`src/rtl/ordq_pkg.sv`:
```
// Shared types, constants and index helpers for the overwriting ring deque.
// Used by overwriting_ring_deque_unit; depends on nothing.
package ordq_pkg;

    localparam int DEPTH     = 16;
    localparam int WORD_BITS = 32;
    localparam int IDX_W     = $clog2(DEPTH);
    localparam int CNT_W     = $clog2(DEPTH + 1);

    typedef logic [IDX_W-1:0]     idx_t;
    typedef logic [CNT_W-1:0]     cnt_t;
    typedef logic [WORD_BITS-1:0] word_t;

    typedef enum logic [3:0] {
        ACT_PUSH_BACK  = 4'd0,
        ACT_PUSH_FRONT = 4'd1,
        ACT_POP_FRONT  = 4'd2,
        ACT_POP_BACK   = 4'd3,
        ACT_READ_AT    = 4'd4,
        ACT_WRITE_AT   = 4'd5,
        ACT_INSERT     = 4'd6,
        ACT_ERASE      = 4'd7,
        ACT_CLEAR      = 4'd8
    } action_t;

    typedef enum logic [1:0] {
        ST_OK      = 2'd0,
        ST_EMPTY   = 2'd1,
        ST_RANGE   = 2'd2,
        ST_ZEROCAP = 2'd3
    } status_t;

    typedef enum logic [3:0] {
        S_IDLE,
        S_EXEC,
        S_POPW,
        S_MVRD,
        S_MVWR,
        S_FIN,
        S_RDF,
        S_RDB,
        S_CAPB,
        S_OUT
    } state_t;

    // Physical slot of a logical index, wrapped at the capacity in use.
    function automatic idx_t phys_idx(idx_t head, cnt_t lidx, cnt_t cap);
        logic [CNT_W:0] s;
        s = {1'b0, CNT_W'(head)} + {1'b0, lidx};
        if (cap == '0) begin
            s = '0;
        end else if (s >= {1'b0, cap}) begin
            s = s - {1'b0, cap};
        end
        return idx_t'(s);
    endfunction

    // Slot n places before a, wrapped at the capacity in use.
    function automatic idx_t wrap_dec(idx_t a, cnt_t n, cnt_t cap);
        logic [CNT_W:0] s;
        s = {1'b0, CNT_W'(a)} + {1'b0, cap} - {1'b0, n};
        if (cap == '0) begin
            s = '0;
        end else if (s >= {1'b0, cap}) begin
            s = s - {1'b0, cap};
        end
        return idx_t'(s);
    endfunction

endpackage

```
`src/rtl/ordq_ram.sv`:
```
// Generic single-write, single-read synchronous RAM with registered read data.
// Stand-alone; no package needed.
module ordq_ram #(
    parameter int WIDTH = 32,
    parameter int DEPTH = 16
) (
    input  logic                     aclk,
    input  logic                     we,
    input  logic [$clog2(DEPTH)-1:0] waddr,
    input  logic [WIDTH-1:0]         wdata,
    input  logic [$clog2(DEPTH)-1:0] raddr,
    output logic [WIDTH-1:0]         rdata
);

    logic [WIDTH-1:0] mem [DEPTH];

    always_ff @(posedge aclk) begin
        if (we) begin
            mem[waddr] <= wdata;
        end
        rdata <= mem[raddr];
    end

endmodule

```
`src/rtl/overwriting_ring_deque_unit.sv`:
```
// Overwriting ring deque: one request at a time, state held in ordq_ram.
// Each request passes S_EXEC, S_RDF, S_RDB and S_CAPB to S_OUT; a pop or read that
// succeeds adds S_POPW, and an insert or erase that changes the contents adds S_MVRD
// and S_FIN, plus S_MVWR and S_MVRD per shifted entry (one RAM read and one write each).
// A new request is accepted in the cycle after the previous result has been taken.
// Reset (synchronous, active low) empties the deque and sets capacity to 16;
// slot contents are not cleared. Depends on ordq_pkg and ordq_ram.
module overwriting_ring_deque_unit (
    input  logic         aclk,
    input  logic         aresetn,
    input  logic         cfg_we,
    input  logic [4:0]   cfg_wdata,
    input  logic         s_tvalid,
    output logic         s_tready,
    // action[3:0], item_value[35:4], position[40:36], range_end[45:41], zero pad
    input  logic [47:0]  s_tdata,
    output logic         m_tvalid,
    input  logic         m_tready,
    // read_value[31:0], status[33:32], element_count[38:34], front_value[70:39],
    // back_value[102:71], zero pad
    output logic [103:0] m_tdata
);

    ordq_pkg::state_t  state_reg, state_next;
    ordq_pkg::cnt_t    cap_reg, cap_next;
    ordq_pkg::idx_t    head_reg, head_next;
    ordq_pkg::idx_t    tail_reg, tail_next;
    ordq_pkg::cnt_t    cnt_reg, cnt_next;
    ordq_pkg::action_t act_reg, act_next;
    ordq_pkg::word_t   item_reg, item_next;
    ordq_pkg::cnt_t    pos_reg, pos_next;
    ordq_pkg::cnt_t    rend_reg, rend_next;
    ordq_pkg::cnt_t    src_reg, src_next;
    ordq_pkg::cnt_t    dst_reg, dst_next;
    ordq_pkg::cnt_t    mv_reg, mv_next;
    logic              up_reg, up_next;
    ordq_pkg::word_t   rd_reg, rd_next;
    ordq_pkg::status_t status_reg, status_next;
    ordq_pkg::word_t   front_reg, front_next;
    ordq_pkg::word_t   back_reg, back_next;

    logic              ram_we;
    ordq_pkg::idx_t    ram_waddr;
    ordq_pkg::word_t   ram_wdata;
    ordq_pkg::idx_t    ram_raddr;
    ordq_pkg::word_t   ram_rdata;

    logic              full, zerocap, empty;
    logic              s_fire, m_fire;
    ordq_pkg::cnt_t    gone;

    assign s_fire  = s_tvalid && s_tready;
    assign m_fire  = m_tvalid && m_tready;
    assign full    = (cnt_reg >= cap_reg);
    assign zerocap = (cap_reg == '0);
    assign empty   = (cnt_reg == '0);
    assign gone    = rend_reg - pos_reg;

    assign s_tready = (state_reg == ordq_pkg::S_IDLE);
    assign m_tvalid = (state_reg == ordq_pkg::S_OUT);
    assign m_tdata  = {1'b0, back_reg, front_reg, cnt_reg, status_reg, rd_reg};

    ordq_ram #(
        .WIDTH (ordq_pkg::WORD_BITS),
        .DEPTH (ordq_pkg::DEPTH)
    ) u_ram (
        .aclk  (aclk),
        .we    (ram_we),
        .waddr (ram_waddr),
        .wdata (ram_wdata),
        .raddr (ram_raddr),
        .rdata (ram_rdata)
    );

    // Next state.
    always_comb begin
        state_next = state_reg;
        unique case (state_reg)
            ordq_pkg::S_IDLE: begin
                if (s_fire) state_next = ordq_pkg::S_EXEC;
            end
            ordq_pkg::S_EXEC: begin
                state_next = ordq_pkg::S_RDF;
                unique case (act_reg)
                    ordq_pkg::ACT_POP_FRONT, ordq_pkg::ACT_POP_BACK: begin
                        if (!empty) state_next = ordq_pkg::S_POPW;
                    end
                    ordq_pkg::ACT_READ_AT: begin
                        if (pos_reg < cnt_reg) state_next = ordq_pkg::S_POPW;
                    end
                    ordq_pkg::ACT_INSERT: begin
                        if (!zerocap && pos_reg <= cnt_reg && !(full && pos_reg == '0)) begin
                            state_next = ordq_pkg::S_MVRD;
                        end
                    end
                    ordq_pkg::ACT_ERASE: begin
                        if (pos_reg <= cnt_reg && rend_reg <= cnt_reg && pos_reg < rend_reg) begin
                            state_next = ordq_pkg::S_MVRD;
                        end
                    end
                    default: state_next = ordq_pkg::S_RDF;
                endcase
            end
            ordq_pkg::S_POPW: state_next = ordq_pkg::S_RDF;
            ordq_pkg::S_MVRD: begin
                state_next = (mv_reg == '0) ? ordq_pkg::S_FIN : ordq_pkg::S_MVWR;
            end
            ordq_pkg::S_MVWR: state_next = ordq_pkg::S_MVRD;
            ordq_pkg::S_FIN:  state_next = ordq_pkg::S_RDF;
            ordq_pkg::S_RDF:  state_next = ordq_pkg::S_RDB;
            ordq_pkg::S_RDB:  state_next = ordq_pkg::S_CAPB;
            ordq_pkg::S_CAPB: state_next = ordq_pkg::S_OUT;
            ordq_pkg::S_OUT: begin
                if (m_fire) state_next = ordq_pkg::S_IDLE;
            end
            default: state_next = ordq_pkg::S_IDLE;
        endcase
    end

    // Datapath and RAM control.
    always_comb begin
        cap_next    = cap_reg;
        head_next   = head_reg;
        tail_next   = tail_reg;
        cnt_next    = cnt_reg;
        act_next    = act_reg;
        item_next   = item_reg;
        pos_next    = pos_reg;
        rend_next   = rend_reg;
        src_next    = src_reg;
        dst_next    = dst_reg;
        mv_next     = mv_reg;
        up_next     = up_reg;
        rd_next     = rd_reg;
        status_next = status_reg;
        front_next  = front_reg;
        back_next   = back_reg;
        ram_we      = 1'b0;
        ram_waddr   = head_reg;
        ram_wdata   = item_reg;
        ram_raddr   = head_reg;

        unique case (state_reg)
            ordq_pkg::S_IDLE: begin
                if (s_fire) begin
                    act_next  = ordq_pkg::action_t'(s_tdata[3:0]);
                    item_next = s_tdata[35:4];
                    pos_next  = s_tdata[40:36];
                    rend_next = s_tdata[45:41];
                end
                if (cfg_we) begin
                    cap_next  = (cfg_wdata > ordq_pkg::cnt_t'(ordq_pkg::DEPTH))
                                ? ordq_pkg::cnt_t'(ordq_pkg::DEPTH) : cfg_wdata;
                    head_next = '0;
                    tail_next = '0;
                    cnt_next  = '0;
                end
            end
            ordq_pkg::S_EXEC: begin
                rd_next     = '0;
                status_next = ordq_pkg::ST_OK;
                unique case (act_reg)
                    ordq_pkg::ACT_PUSH_BACK: begin
                        if (zerocap) begin
                            status_next = ordq_pkg::ST_ZEROCAP;
                        end else begin
                            tail_next = empty ? tail_reg : ordq_pkg::phys_idx(tail_reg, 5'd1, cap_reg);
                            ram_we    = 1'b1;
                            ram_waddr = tail_next;
                            if (full) head_next = ordq_pkg::phys_idx(head_reg, 5'd1, cap_reg);
                            else      cnt_next  = cnt_reg + 5'd1;
                        end
                    end
                    ordq_pkg::ACT_PUSH_FRONT: begin
                        if (zerocap) begin
                            status_next = ordq_pkg::ST_ZEROCAP;
                        end else begin
                            head_next = empty ? head_reg : ordq_pkg::wrap_dec(head_reg, 5'd1, cap_reg);
                            ram_we    = 1'b1;
                            ram_waddr = head_next;
                            if (full) tail_next = ordq_pkg::wrap_dec(tail_reg, 5'd1, cap_reg);
                            else      cnt_next  = cnt_reg + 5'd1;
                        end
                    end
                    ordq_pkg::ACT_POP_FRONT: begin
                        ram_raddr = head_reg;
                        if (empty) begin
                            status_next = ordq_pkg::ST_EMPTY;
                        end else begin
                            cnt_next  = cnt_reg - 5'd1;
                            head_next = (cnt_reg == 5'd1) ? tail_reg
                                        : ordq_pkg::phys_idx(head_reg, 5'd1, cap_reg);
                        end
                    end
                    ordq_pkg::ACT_POP_BACK: begin
                        ram_raddr = tail_reg;
                        if (empty) begin
                            status_next = ordq_pkg::ST_EMPTY;
                        end else begin
                            cnt_next  = cnt_reg - 5'd1;
                            tail_next = (cnt_reg == 5'd1) ? head_reg
                                        : ordq_pkg::wrap_dec(tail_reg, 5'd1, cap_reg);
                        end
                    end
                    ordq_pkg::ACT_READ_AT: begin
                        ram_raddr = ordq_pkg::phys_idx(head_reg, pos_reg, cap_reg);
                        if (pos_reg >= cnt_reg) status_next = ordq_pkg::ST_RANGE;
                    end
                    ordq_pkg::ACT_WRITE_AT: begin
                        if (pos_reg >= cnt_reg) begin
                            status_next = ordq_pkg::ST_RANGE;
                        end else begin
                            ram_we    = 1'b1;
                            ram_waddr = ordq_pkg::phys_idx(head_reg, pos_reg, cap_reg);
                        end
                    end
                    ordq_pkg::ACT_INSERT: begin
                        // Entries from the position upward move one place toward the back,
                        // starting with the last one.
                        if (zerocap)               status_next = ordq_pkg::ST_ZEROCAP;
                        else if (pos_reg > cnt_reg) status_next = ordq_pkg::ST_RANGE;
                        src_next = cnt_reg - 5'd1;
                        dst_next = cnt_reg;
                        mv_next  = cnt_reg - pos_reg;
                        up_next  = 1'b0;
                    end
                    ordq_pkg::ACT_ERASE: begin
                        if (pos_reg > cnt_reg || rend_reg > cnt_reg) begin
                            status_next = ordq_pkg::ST_RANGE;
                        end
                        src_next = rend_reg;
                        dst_next = pos_reg;
                        mv_next  = cnt_reg - rend_reg;
                        up_next  = 1'b1;
                    end
                    ordq_pkg::ACT_CLEAR: begin
                        cnt_next  = '0;
                        tail_next = head_reg;
                    end
                    default: begin
                        status_next = ordq_pkg::ST_OK;
                    end
                endcase
            end
            ordq_pkg::S_POPW: begin
                rd_next = ram_rdata;
            end
            ordq_pkg::S_MVRD: begin
                ram_raddr = ordq_pkg::phys_idx(head_reg, src_reg, cap_reg);
            end
            ordq_pkg::S_MVWR: begin
                ram_we    = 1'b1;
                ram_waddr = ordq_pkg::phys_idx(head_reg, dst_reg, cap_reg);
                ram_wdata = ram_rdata;
                src_next  = up_reg ? src_reg + 5'd1 : src_reg - 5'd1;
                dst_next  = up_reg ? dst_reg + 5'd1 : dst_reg - 5'd1;
                mv_next   = mv_reg - 5'd1;
            end
            ordq_pkg::S_FIN: begin
                if (act_reg == ordq_pkg::ACT_INSERT) begin
                    ram_we    = 1'b1;
                    ram_waddr = ordq_pkg::phys_idx(head_reg, pos_reg, cap_reg);
                    if (full) begin
                        // The oldest entry is dropped: its slot now holds the back entry.
                        head_next = ordq_pkg::phys_idx(head_reg, 5'd1, cap_reg);
                        tail_next = head_reg;
                    end else begin
                        cnt_next  = cnt_reg + 5'd1;
                        tail_next = ordq_pkg::phys_idx(head_reg, cnt_reg, cap_reg);
                    end
                end else begin
                    cnt_next  = cnt_reg - gone;
                    tail_next = (cnt_reg == gone) ? head_reg
                                : ordq_pkg::wrap_dec(tail_reg, gone, cap_reg);
                end
            end
            ordq_pkg::S_RDF: begin
                ram_raddr = head_reg;
            end
            ordq_pkg::S_RDB: begin
                front_next = empty ? '0 : ram_rdata;
                ram_raddr  = tail_reg;
            end
            ordq_pkg::S_CAPB: begin
                back_next = empty ? '0 : ram_rdata;
            end
            ordq_pkg::S_OUT: begin
                ram_raddr = head_reg;
            end
            default: begin
                ram_raddr = head_reg;
            end
        endcase
    end

    always_ff @(posedge aclk) begin
        if (!aresetn) begin
            state_reg <= ordq_pkg::S_IDLE;
            cap_reg   <= ordq_pkg::cnt_t'(ordq_pkg::DEPTH);
            head_reg  <= '0;
            tail_reg  <= '0;
            cnt_reg   <= '0;
        end else begin
            state_reg <= state_next;
            cap_reg   <= cap_next;
            head_reg  <= head_next;
            tail_reg  <= tail_next;
            cnt_reg   <= cnt_next;
        end
    end

    always_ff @(posedge aclk) begin
        act_reg    <= act_next;
        item_reg   <= item_next;
        pos_reg    <= pos_next;
        rend_reg   <= rend_next;
        src_reg    <= src_next;
        dst_reg    <= dst_next;
        mv_reg     <= mv_next;
        up_reg     <= up_next;
        rd_reg     <= rd_next;
        status_reg <= status_next;
        front_reg  <= front_next;
        back_reg   <= back_next;
    end

endmodule
```
`config.mk`:
```
export PLATFORM = sky130hd
export DESIGN_NAME = overwriting_ring_deque_unit
export DESIGN_NICKNAME = d
export VERILOG_FILES = /design/src/rtl/ordq_pkg.sv /design/src/rtl/ordq_ram.sv /design/src/rtl/overwriting_ring_deque_unit.sv
export SDC_FILE = /design/constraint.sdc
export NUM_CORES = 1
export LEC_CHECK = 0
export BUFFER_PORTS_ARGS = -buffer_cell sky130_fd_sc_hd__buf_4
export CAP_MARGIN = 10
export CORE_MARGIN = 1
export CORE_UTILIZATION = 55
export DETAILED_ROUTE_END_ITERATION = 8
export PLACE_DENSITY = 0.71
export SLEW_MARGIN = 20
export SYNTH_ARGS = -nofsm -noshare
export SYNTH_HDL_FRONTEND = slang
export SYNTH_SLANG_ARGS = --single-unit
```
`constraint.sdc`:
```
create_clock -name aclk -period 10.1 [get_ports aclk]
set_input_delay 0.505 -clock aclk [delete_from_list [all_inputs] [get_ports aclk]]
set_output_delay 0.505 -clock aclk [all_outputs]
set_load 0.005 [all_outputs]
```
---- Word level (Yosys, flattened, before mapping) ----
Memory sizes are Yosys's and may differ from the RTL's. A register that Yosys moved wholly into a read port is not among the register bits.
Index checks and enable logic that the tools add are counted.
storage, ports and cells
  register bits ........................... 182
  RAM bits ................................ 512
  input port bits ......................... 58
  output and inout port bits .............. 106
  logic and storage cells ................. 223
  memories kept ........................... 1
memories
  name       depth  bits a word  rd ports  clocked after Yosys merged registers in  wr ports  line            source
  u_ram.mem  16     32           1         1                                        1         ordq_ram.sv:15  logic [WIDTH-1:0] mem [DEPTH];
operators by class
  add/subtract/negate cells ............... 31
  magnitude comparators ................... 18
  equal/unequal tests ..................... 36
  mux-type cells .......................... 88
  reductions and logical operators ........ 32
operators by type and width
  cell                   number
  $mux W4                39
  $pmux W4 S3            6
  $mux W32               2
  $pmux W32 S2           1
  $pmux W5 S2            6
  $ge A6 B5 Y1           7
  $mux W5                8
  $add A4 B5 Y6          6
  $pmux W4 S9            1
  $sub A4 B4 Y4          9
  $eq A4 B3 Y1 const B   8
  $pmux W4 S4            2
  $pmux W5 S3            2
  $ne A3 B3 Y1 const B   9
  $ge A5 B5 Y1           4
  $logic_not A5 Y1       4
  $sub A5 B1 Y5 const B  4
  $sub A5 B5 Y5          4
  $eq A4 B2 Y1 const B   4
  $add A5 B1 Y5 const B  3
  $eq A4 B4 Y1 const B   3
  $mux W3                4
  $sub A6 B1 Y6 const B  2
  $add A4 B1 Y5 const B  2
  other kinds (30)       65

---- Logic depth before layout (Yosys ltp) ----
  word-level depth ........................ 9
  depth in mapped cells ................... 20

---- Cells and area by module ----
From an unflattened synthesis, not the netlist that was laid out.
second synthesis, totals
  cells, all modules ...................... 2171
  area total of the unflattened synthesis .. 32777.7 um^2
by module, submodules not included
  module                       instances  cells each  area an instance (um^2)  seq. area each (um^2)
  ordq_ram                     1          838         19835.3                  16015.4
  overwriting_ring_deque_unit  1          1333        12942.4                  5245.0

---- Worst setup path after synthesis ----
No wires, ideal clock.
  path type ............................... register -> register
  start ................................... register cap_reg[1]
  end ..................................... memory u_ram.mem[1][0] (enable)
  library setup time ...................... 0.513 ns
  data arrival time ....................... 7.270 ns
  required time ........................... 9.587 ns
  path slack .............................. 2.317 ns
  stages on the path, launching flop included .. 16
  path buffers ............................ 0
  clock period less this slack ............ 7.783 ns
  cell sequence ........................... dfxtp_1 -> inv_1 -> ha_1 -> inv_1 -> ha_1 -> fa_1 -> ha_1 -> a211oi_1 -> a32oi_1 -> nor3_2 -> mux2i_1 -> a21oi_1 -> a311oi_1 -> o21ai_1 -> a21oi_1 -> nor4b_1
between the ends
  cells in the longest elaborated chain, start to end .. 8
  elaborated cells between the ends (all ways) .. 30
  classes of those cells .................. 6 x add/sub; 4 x order compare; 19 x mux; 1 x reduce/logical
ends and longest elaborated chain
  element                                               line                                source
  start: declaration                                    overwriting_ring_deque_unit.sv:25   ordq_pkg::cnt_t cap_reg, cap_next;
  start signal: assignment                              overwriting_ring_deque_unit.sv:299  cap_reg <= ordq_pkg::cnt_t'(ordq_pkg::DEPTH);
  start signal: assignment                              overwriting_ring_deque_unit.sv:305  cap_reg <= cap_next;
  $add A4 B5 Y6                                         ordq_pkg.sv:61                      s = {1'b0, CNT_W'(a)} + {1'b0, cap} - {1'b0, n};
  $sub A6 B1 Y6                                         ordq_pkg.sv:61
  $ge A6 B5 Y1 / $sub A4 B4 Y4 (equally long branches)  ordq_pkg.sv:64, ordq_pkg.sv:65
  $mux W4                                               ordq_pkg.sv:64                      end else if (s >= {1'b0, cap}) begin
  $mux W4                                               overwriting_ring_deque_unit.sv:178  head_next = empty ? head_reg : ordq_pkg::wrap_dec(head_reg, 5'd1, cap_reg);
  $mux W4                                               overwriting_ring_deque_unit.sv:175  if (zerocap) begin
  $pmux W4 S3                                           overwriting_ring_deque_unit.sv:162  unique case (act_reg)
  $pmux W4 S3                                           overwriting_ring_deque_unit.sv:143  unique case (state_reg)
  end: declaration                                      ordq_ram.sv:15
Several ways; a longest one is shown, not always the timed one.

---- Final worst setup path ----
  start ................................... register head_reg[0]
  end ..................................... memory u_ram.mem[3][8] (enable)
between the ends
  cells in the longest elaborated chain, start to end .. 8
  elaborated cells between the ends (all ways) .. 22
  classes of those cells .................. 7 x add/sub; 3 x order compare; 12 x mux
ends and longest elaborated chain
  element                                               line                                source
  start: declaration                                    overwriting_ring_deque_unit.sv:26   ordq_pkg::idx_t head_reg, head_next;
  start signal: assignment                              overwriting_ring_deque_unit.sv:306  head_reg <= head_next;
  $add A4 B5 Y6                                         ordq_pkg.sv:61
  $sub A6 B1 Y6                                         ordq_pkg.sv:61
  $ge A6 B5 Y1 / $sub A4 B4 Y4 (equally long branches)  ordq_pkg.sv:64, ordq_pkg.sv:65
  $mux W4                                               ordq_pkg.sv:64
  $mux W4                                               overwriting_ring_deque_unit.sv:178
  $mux W4                                               overwriting_ring_deque_unit.sv:175
  $pmux W4 S3                                           overwriting_ring_deque_unit.sv:162
  $pmux W4 S3 (*)                                       overwriting_ring_deque_unit.sv:143
Every way passes the cells marked *; elsewhere a longest branch is shown, timed or not.

==> summary.md <==
| Metric | Value |
|---|---|
| Actual transition at the worst max-transition pin | 1.34 ns |
| Highest clock rate | about 180 MHz |
| Nets | roughly 3000 |
| Die ar. | roughly 0.062 mm^2 |
| Initial drt markers | approximately 2200 |
| Largest net degree at the start of global routing | around 200 |
| Post-Synthesis Cells | between 2000 and 3000 |
| Finished Core Util | a little under two thirds |
| P per Cell Area | roughly 330 mW/mm^2 |
| GRT overflow | 0 |
| Post-CTS Setup Inserts | 0 |
| # DRC | 0 |
| Vias per cell | 6.15 |
| Gr usage total | between 20% and 30% |
| Final std cell area, no fill | about 0.038 mm^2 |
| H-tree Lvls | 3 |
| Rows | 90 |
| Top cells by count, synth | edfxtp_1 (672), nand2_1 (363), a21oi_1 (228), nor2_1 (172), ha_1 (116) |
| Syn Nets | between 2000 and 3000 |
| Primary FF master, synth | edfxtp_1 |
| #FFs+latches synth | about 730 |
| Status | complete, no violations |
| Crit path required time | slightly above 10 ns |
| Slew HR | 10.6% |
| Vias | between 20000 and 25000 |
| Critical Path End Type | flop |
| IO Port Bufs | 160 |
| EDFF count, synth | about 670 |
| First-pass GRT wire length | ~130 mm |
| Post-synth top area cell | edfxtp_1 |
| Post-Route WL | 86.4 mm |
| Max-Cap Viols | 0 |
| Final setup fails | 0 |
| Final Worst Setup Slack | ~4.5 ns |
| Post-CTS Resized | 0 |
| Distinct cells, synth | a little under 90 |
| VDD IR-drop max | roughly 0.00043 V |
| Setup slack at placement | 4.53 ns |
| Initial Util | 55.7% |
| Clock Skew | between 0.02 and 0.025 ns |
| CTS tree | yes |
| Syn avg cell area | around 13 um^2 |
| RSZ-0062 raised after global routing | no |
| I/O pin cnt | approximately 160 |
| Vias in the first global route | around 22000 |
| Top register by number of flip-flops | u_ram.mem |
| Synth warnings | 0 |
| Core Box Area | around 0.060 mm^2 |
| Pleak | 14.0 nW |
| WL/cell | approximately 24 um |
| Synth area leaders | edfxtp_1 (60%), ha_1 (4.3%), nand2_1 (4.0%) |
| Hold Buf Count CTS | 0 |
| Synth-to-layout area growth | 13.7% |
| Initial antenna violation count | 0 |
| Antenna Cells | 0 |
| Max reg flops | between 500 and 600 |
| Root Driver | clkbuf_16 |
| Arrival time worst endpoint | between 5 and 6 ns |
| Worst hold path class | input port to flop |
| Clock sinks | ~730 |
| Seq/Total Area, Yosys | ~63% |
| Layout fillers | ~4500 |
| Skew-Pair Late Insertion Delay | roughly 0.62 ns |
| Final Cycle Share | 55.7% |
| DRT Pass-1 Iters | 7 |
| Final Hold Fails | 0 |
| Clk buf depth | 3 |
| TritonCTS buffer count | 75 |
| Die Span Y | about 250 um |
| Slew Viols, Final | 0 |
| Tmin final | roughly 5.6 ns |
| Count leader, synth | edfxtp_1 |
| Crit path kind | flop to flop |
| Synth Cell Area | 0.0337 mm^2 |
| Async S/R FF share, synth | 0% |
| Antenna-violating nets left | 0 |
| CP startpoint kind | flop |
| Worst hold-check slack | roughly 0.056 ns |
| Crit Path Max Fanout | 32 |
| Share of post-route cells with drive strength above 1 | between 10% and 20% |
| Routability cong. | 0.929 |
| Die Wd | ~250 um |
| Post-synth top area share | 59.9% |
| Fin Setup TNS | 0 ns |
| CTS clock-pin slew for the worst setup and hold paths | approximately 0.06 ns |
| Dpl cell area | roughly 0.036 mm^2 |
| DP Wirelength | between 50 and 60 mm |
layout make-up:
type,count,area [um^2],area share (%)
sequential,726,21300,55.5
multi-input combinational,1728,11700,30.4
clock buffer,96,2020,5.27
timing repair buffer,210,1600,4.18
tap,782,978,2.55
clock inverter,42,492,1.28
inverter,82,308,0.803
report_power, final:
group          switching (W)  internal, W
clock                0.00115      0.00166
combinational        0.00358      0.00223
sequential          0.000219      0.00399
total                0.00496      0.00787
kinds of logic after synthesis:
kind of cell / count (synthesis) / share of synthesized area (%)
buf+inv: 213 / 2.70
compound gates: 620 / 12.5
flops: 726 / 63.1
fa+ha+maj: 136 / 5.50
mux: 90 / 2.83
simple gates: 815 / 11.6
xor+xnor: 66 / 1.76
other cells: 1 / 0.0111
critical path, stage by stage (launching register included):
cell      delay, ns
dfxtp_1        0.31
buf_4          0.23
ha_1           0.27
fa_1           0.41
a21o_1         0.17
a21oi_1        0.17
xnor2_1        0.15
ha_1           0.28
a221oi_1       0.26
nand3_1        0.18
nor3_2         0.35
mux2_2         0.38
o21a_1         0.21
and4bb_1       0.22
a211oi_2       0.49
nand2b_1       0.33
nor3b_2        0.22
buf_4          0.58
per-layer routing:
metal / GRT usage [%] / routed length [um] / part of all wire (%)
met4: 9.56 / 2770 / 3.2
met3: 4.52 / 6480 / 7.5
met2: 44.5 / 41200 / 48
met5: 0 / 0 / 0
met1: 38.3 / 36000 / 42
final timing paths:
kind,from,to,slack [ns],cells after the start
max,head_reg[0],u_ram.mem[3][8],4.48,17
max reg2reg,head_reg[0],u_ram.mem[3][8],4.48,17
min reg2reg,u_ram.rdata[5],rd_reg[5],0.54,1
min,s_tdata[28],item_reg[24],0.06,1
stage by stage:
step | power (W) | instances
after floorplan | 0.00843 | 2667
after global placement | 0.00981 | 3527
after detailed placement | 0.0100 | 3528
after CTS | 0.0128 | 3666
after global routing | 0.0136 | 3666
final | 0.0128 | 3666
layout by cell type (no fill, tap or decap), types with 7 or more instances in the layout:
cell type and n:
inv_1 80, nand2_1 363, nor3_2 44, dfxtp_1 54
a211oi_1 18, nand2b_1 9, nand3_1 21, buf_4 208
a21o_1 35, nor2b_1 52, a32o_1 32, nor2_1 169
nand4_1 10, clkinv_1 14, o31ai_1 8, a22o_1 97
nor3_1 29, or3_1 7, a21oi_1 228, clkbuf_1 17
nand3b_1 7, clkbuf_16 77, o21a_1 17, edfxtp_1 672
bufinv_16 9, xor2_1 23, fa_1 20, clkinv_2 9
mux2_2 41, and3_1 12, and2_1 40, a21boi_0 7
o22ai_1 41, o21ai_0 59, xnor2_1 42, mux2i_1 49
ha_1 116
(Power assumes the default switching activity.)
